===== config.mk =====
export PLATFORM = sky130hd
export DESIGN_NAME = pwl_ctrl
export DESIGN_NICKNAME = d
export VERILOG_FILES = /design/src/pwl_pkg.sv /design/src/pwl_ctrl.sv
export SDC_FILE = /design/constraint.sdc
export NUM_CORES = 1
export LEC_CHECK = 0
export ABC_CLOCK_PERIOD_IN_PS = 1810
export BUFFER_PORTS_ARGS = -buffer_cell sky130_fd_sc_hd__buf_2
export CORE_MARGIN = 1
export CORE_UTILIZATION = 48
export DETAILED_ROUTE_END_ITERATION = 8
export GPL_TIMING_DRIVEN = 0
export PLACE_DENSITY = 0.75
export SYNTH_ARGS = -nofsm -noshare
export SYNTH_HDL_FRONTEND = slang
export SYNTH_SLANG_ARGS = --single-unit

===== constraint.sdc =====
create_clock -name clock -period 1.81 [get_ports clock]
set_clock_uncertainty 0.2 [all_clocks]
set_input_delay 0.362 -clock clock [delete_from_list [all_inputs] [get_ports clock]]
set_output_delay 0.362 -clock clock [all_outputs]
set_load 0.01 [all_outputs]

===== src/pwl_pkg.sv =====
// shared types and constants for the piecewise linear interpolator
// no dependencies; used by pwl_ctrl, pwl_datapath and the top level
package pwl_pkg;

   localparam int unsigned COORD_W = 32;
   localparam int unsigned INDEX_W = 6;
   localparam int unsigned COUNT_W = 7;

   localparam logic MODE_WRITE = 1'b0;
   localparam logic MODE_QUERY = 1'b1;

   typedef struct packed {
      logic write_point;
      logic load_query;
      logic rd_en;
      logic load_low;
      logic prep;
      logic mul;
      logic div_step;
      logic load_rsp;
   } cmd_type;

   typedef struct packed {
      logic seg_match;
      logic seg_zero_width;
   } status_type;

endpackage


===== src/pwl_ctrl.sv =====
// controller: handshakes, point count register, segment scan and divide sequencing
// depends on pwl_pkg
module pwl_ctrl #(
   parameter int TABLE_DEPTH = 64
) (
   input  logic                               clock,
   input  logic                               reset,
   input  logic                               req_tvalid,
   output logic                               req_tready,
   input  logic                               req_mode,
   output logic                               rsp_tvalid,
   input  logic                               rsp_tready,
   input  logic                               csr_tvalid,
   output logic                               csr_tready,
   input  logic [pwl_pkg::COUNT_W-1:0]        csr_count,
   input  pwl_pkg::status_type                status,
   output pwl_pkg::cmd_type                   cmd,
   output logic [$clog2(TABLE_DEPTH)-1:0]     rd_addr
);

   localparam int AW = $clog2(TABLE_DEPTH);
   localparam int CW = $clog2(TABLE_DEPTH + 1);

   typedef enum logic [2:0] {
      ST_IDLE,
      ST_FIRST,
      ST_LOAD,
      ST_SCAN,
      ST_MUL,
      ST_DIV,
      ST_OUT
   } state_type;

   state_type                   state_ff, state_in;
   logic [CW-1:0]               idx_ff, idx_in;
   logic [4:0]                  cnt_ff, cnt_in;
   logic [pwl_pkg::COUNT_W-1:0] count_ff, count_in;
   logic                        rsp_valid_ff, rsp_valid_in;
   logic [CW-1:0]               n_eff;
   logic                        accept;

   assign n_eff = (32'(count_ff) > 32'(TABLE_DEPTH)) ? CW'(TABLE_DEPTH) : CW'(count_ff);

   assign req_tready = (state_ff == ST_IDLE);
   assign accept     = req_tvalid && req_tready;
   assign csr_tready = 1'b1;
   assign rsp_tvalid = rsp_valid_ff;
   assign rd_addr    = idx_ff[AW-1:0];

   always_comb begin
      state_in     = state_ff;
      idx_in       = idx_ff;
      cnt_in       = cnt_ff;
      count_in     = (csr_tvalid && csr_tready) ? csr_count : count_ff;
      rsp_valid_in = rsp_valid_ff && !rsp_tready;
      cmd          = '0;
      case (state_ff)
         ST_IDLE: begin
            if (accept) begin
               if (req_mode == pwl_pkg::MODE_WRITE) begin
                  cmd.write_point = 1'b1;
               end else begin
                  cmd.load_query = 1'b1;
                  idx_in         = '0;
                  state_in       = (n_eff < CW'(2)) ? ST_OUT : ST_FIRST;
               end
            end
         end
         ST_FIRST: begin
            cmd.rd_en = 1'b1;
            idx_in    = idx_ff + CW'(1);
            state_in  = ST_LOAD;
         end
         ST_LOAD: begin
            cmd.load_low = 1'b1;
            cmd.rd_en    = 1'b1;
            idx_in       = idx_ff + CW'(1);
            state_in     = ST_SCAN;
         end
         ST_SCAN: begin
            if (status.seg_match) begin
               cmd.prep = 1'b1;
               state_in = status.seg_zero_width ? ST_OUT : ST_MUL;
            end else if (idx_ff == n_eff) begin
               state_in = ST_OUT;
            end else begin
               cmd.load_low = 1'b1;
               cmd.rd_en    = 1'b1;
               idx_in       = idx_ff + CW'(1);
            end
         end
         ST_MUL: begin
            cmd.mul  = 1'b1;
            cnt_in   = '0;
            state_in = ST_DIV;
         end
         ST_DIV: begin
            cmd.div_step = 1'b1;
            cnt_in       = cnt_ff + 5'd1;
            if (cnt_ff == 5'd31) begin
               state_in = ST_OUT;
            end
         end
         ST_OUT: begin
            if (!rsp_valid_ff || rsp_tready) begin
               cmd.load_rsp = 1'b1;
               rsp_valid_in = 1'b1;
               state_in     = ST_IDLE;
            end
         end
         default: begin
            state_in = ST_IDLE;
         end
      endcase
   end

   always_ff @(posedge clock) begin
      if (reset) begin
         state_ff     <= ST_IDLE;
         idx_ff       <= '0;
         cnt_ff       <= '0;
         count_ff     <= pwl_pkg::COUNT_W'(2);
         rsp_valid_ff <= 1'b0;
      end else begin
         state_ff     <= state_in;
         idx_ff       <= idx_in;
         cnt_ff       <= cnt_in;
         count_ff     <= count_in;
         rsp_valid_ff <= rsp_valid_in;
      end
   end

endmodule


# Word-level counts from Yosys, hierarchy flattened
# Index checks and enable logic that the tools add are counted.
totals:
  out_inout_bits: 17
  wordCells: 67
  regBits: 23
classes:
  n_eq_ne: 15
  n_addsub: 2
  n_reduce_logical: 11
  muxes: 32
  magnitude_cmp: 2
ops:
  columns: ["operator", "count"]
  rows:
  - ["two-way mux 7 bit", 5]
  - ["two-way mux 3 bit", 7]
  - ["case mux 3 bit (7 select lines)", 1]
  - ["case mux 7 bit (3 select lines)", 1]
  - ["two-way mux 1 bit", 10]
  - ["two-way mux 2 bit", 5]
  - ["case mux 5 bit (2 select lines)", 1]
  - ["AND reduction 5 bit", 2]
  - ["== test 3 bit, second input constant", 3]
  - ["!= test 2 bit, second input constant", 4]
  - ["adder 7 x 1 -> 7 bit, second input constant", 1]
  - ["== test 7 bit", 1]
  - ["> comparator 7 bit, second input constant", 1]
  - ["less-than comparator 7 x 2 -> 1 bit, second input constant", 1]
  - ["== test 3 x 2 -> 1 bit, second input constant", 2]
  - ["adder 5 x 1 -> 5 bit, second input constant", 1]
  - ["== test 5 bit, second input constant", 1]
  - ["!= test 2 x 1 -> 1 bit, second input constant", 2]
  - ["case mux 1 bit (2 select lines)", 2]
  - ["== test 3 x 1 -> 1 bit, second input constant", 1]
  - ["zero test 3 bit", 1]
  - ["!= test 3 bit, second input constant", 1]
  - ["nonzero test 3 bit", 1]
  - ["logical AND 1 bit", 2]
  - ["other kinds (4)", 5]

# Longest topological paths before layout
logic_depth:
  ltp_word: 7
  ltp_mapped: 9
  mapped_depth_nobuf: 9

# Worst setup path before layout
# No wires, ideal clock.
synth_path:
  path_kind: "register -> output"
  start: "register count_ff[6] in the netlist's numbering"
  end: "output cmd[5] in the netlist's numbering"
  stages_incl_launch_ff: 8
  required_time_ns: 1.248
  slack_ns: -0.222
  t_arrival_ns: 1.470
  cell_sequence: "dfxtp_1 buf_6 and3b_1 a2bb2oi_1 a31oi_4 o21bai_4 nor2b_1 nor3_1"
synth_lines:
  columns: ["element", "line_no", "source"]
  rows:
  - ["start, declared", "pwl_ctrl.sv:37", "logic [pwl_pkg::COUNT_W-1:0] count_ff, count_in;"]
  - ["start signal, assigned", "pwl_ctrl.sv:122", "count_ff <= pwl_pkg::COUNT_W'(2);"]
  - ["start signal, assigned", "pwl_ctrl.sv:128", "count_ff <= count_in;"]
  - ["end, declared", "pwl_ctrl.sv:17", "output pwl_pkg::cmd_type cmd,"]

==> qor.yml <==
drt_drc_violations_left: 1
critPathLaunchType: "flop"
dieArea_mm2: 0.003329
finalCriticalPeriod_ns: 2.503
arrival_ns: 1.94
synth.top_cell.area_share_pct: 30.92
die_x_um: 57.70
critPathRequiredTime_ns: 1.25
synth.avg_cell_area_um2: 8.318
cp_slowest_cell: "dfxtp_2"
hold_violations: 0
drv_slew: 0
synthTopCellsByArea: "dfxtp_1, nor2_1, mux2i_1"
htreeDepth: 1
grt_max_degree: 15
drt_wl_total_mm: 5.202
wl_per_cell_um: 18.99
path_max_fanout: 8
dp.cells: 239
leakage_nw: 0.9693
top_level_ports: 32
grt-ovfl-total: 0
die_h_um: 57.70
fin_crit_sh_pct: 138.3
end_kind: "output pin"
rsz0062_at_grt: "yes"
worst_slack_ns: -0.6927
slowest_delay_ns: 0.35
synth_cell_types: 46
netlist_instances: 179
crit_chain: "buf_6, and3b_1, a2bb2oi_1, a31oi_4, o21bai_4, nor2b_4, nor3_2, buf_2"
p_per_area_mw_per_mm2: 1064
grt_antenna_before_repair: 0
num_vias: 1681
async_reset_ff_share_pct: 0
synth_warnings: 0
mostFrequentLayoutCells: "buf_4, buf_2, nor2_1, nand2_1, dfxtp_1"
drv_cap: 0
firstDrtPassIters: 7
placed_area_mm2: 0.001687
drive_above_1_share_pct: 53.50
viasPerCell: 6.135
numClockSinks: 23
grt_usage_pct: 24.61
setup_viol: 18
insertion_delay_ns: 0.33
setup_tns_ns: -5.160
hp-class: "input port to flop"
cts_buffer_depth: 2
critical-path-top-delay-family: "compound AO/OA/AOI/OAI gates"
clk_pin_slew_worst_paths_ns: 0.13
dp_hpwl_mm: 2.531
place.gp.congestion: 0.7937
diodes: 0
grt_pass1_vias: 1420
ctsRootBufferMaster: "clkbuf_4"
netlist_area_mm2: 0.001489
ys_ff_latch: 23
drt-initial-drc-count: 174
path_class: "flop to output pin"
areaGrowthSynthToFinish_pct: 52.94
worst-path-buf-inv: 2
fmax_mhz: 399.6
yosysSeqAreaShare_pct: 30.92
grt_pass1_wl_mm: 6.348
fp.coreArea_mm2: 0.002853
fp-row-count: 19
fillers: 169
relSlewSlack_pct: 61.49
start_util_pct: 52.19
cts-buffers-inserted: 3
nets: 262
worst_pin_slew_ns: 0.5777
cts_tree: "done"
syn-num-nets: 197
io_buffers: 29
violations: "design-rule violations, negative setup slack"
irDropWorstVdd_mv: 0.8559
status: "finished with violations"
final_area_mm2: 0.002277
fin_cells: 274
ys.flop_type: "dfxtp_1"
final_common_cell: "buf_4"
synth_top_area_cell: "dfxtp_1"
antenna_left: 0
synth_edf_count: 0
## synthesized netlist by cell type, types with 2 or more instances
library cell and n:
nor3_1 6, a31oi_1 4, a22oi_1 3, nand2b_1 6, nor2b_1 10, o41ai_2 2, dfxtp_1 23, buf_4 7
xnor2_1 2, o21ai_1 2, clkbuf_1 8, mux2i_1 9, nand2_1 15, nor4_2 2, nor2_1 25, xor2_1 2
nand3b_1 2, ha_1 3, inv_1 4, o21ai_0 6, and3_1 2, a21oi_1 7, nand3_1 5, a211o_1 2
## stage by stage
step / hold slack, ns / util, % / setup WS (ns) / total power, W
global placement: 0.2461 / 59.12 / -0.3812 / 0.001378
floorplan: 0.2362 / - / -0.1489 / 0.001198
CTS: 0.03412 / 67.94 / -0.6637 / 0.001877
detailed placement: 0.2575 / 59.12 / -0.4496 / 0.001407
finish: 0.03541 / 79.82 / -0.6927 / 0.002424
global route: 0.02177 / 79.82 / -0.7668 / 0.002519
## kinds of logic after synthesis
logic type                 share of synthesized area (%)
buffers and inverters                              7.311
adders and majority gates                          2.521
muxes                                              6.051
DFF                                                30.92
xor gates and xnor gates                           2.353
other                                             0.2519
AOI/OAI and AO/OA                                  24.12
and+or+nand+nor                                    26.47
## worst reg2reg max path, stage by stage, from the launching register on
cell and delay [ns]:
dfxtp_2 0.36, buf_6 0.13, nand2_1 0.08, nor3_1 0.31
o2111ai_4 0.18, buf_6 0.16, buf_6 0.11, o31ai_4 0.30
buf_4 0.18, a21oi_2 0.04, mux2i_1 0.14
## final timing paths
check / startpoint / to / slack (ns) / cells past startpoint
max: count_ff[6]$_SDFFE_PP0P_ / cmd[5] / -0.69 / 8
min: csr_count[1] / count_ff[1]$_SDFFE_PP1P_ / 0.04 / 2
min reg2reg: cnt_ff[4]$_SDFFE_PP0P_ / cnt_ff[4]$_SDFFE_PP0P_ / 0.31 / 2
max reg2reg: count_ff[6]$_SDFFE_PP0P_ / idx_ff[1]$_SDFFE_PP0P_ / -0.49 / 10
## power by group
part | internal, W | switching, W
Clock | 0.0000848 | 0.000168
Sequential | 0.000570 | 0.0000851
Combinational | 0.000789 | 0.000727
## state kept, by name, summed over array words and instances (netlist names)
name,count
count_ff,7
idx_ff,7
state_ff,3
rsp_tvalid,1
cnt_ff,5
## layout make-up
| type | count | area, um2 | area share (%) |
|---|---|---|---|
| Buffer | 15 | 145.1 | 6.374 |
| Tap cell | 31 | 38.79 | 1.703 |
| Timing Repair Buffer | 61 | 449.2 | 19.73 |
| Multi-Input combinational cell | 136 | 1110 | 48.74 |
| Clock buffer | 3 | 22.52 | 0.9890 |
| Inverter | 4 | 15.01 | 0.6593 |
| Clock inverter | 1 | 7.507 | 0.3297 |
| Sequential cell | 23 | 489.2 | 21.48 |
## metal layers
metal	global-route usage, %	share of wire, %
met3	4.464	7.5
met1	30.00	38
met2	43.19	50
met5	0	0
met4	9.524	4.1
## what timing repair did
item / 4_1_cts / 5_1_grt
hold buffers: 0 / 0
setup buffers: 13 / 17
setup endpoints to repair: 21 / 20
hold endpoints to repair: 0 / 0
gates cloned: 0 / 2
pin swaps: 11 / 16
gates resized for setup: 39 / 40
No activity file was read; power rests on OpenSTA's default activity.
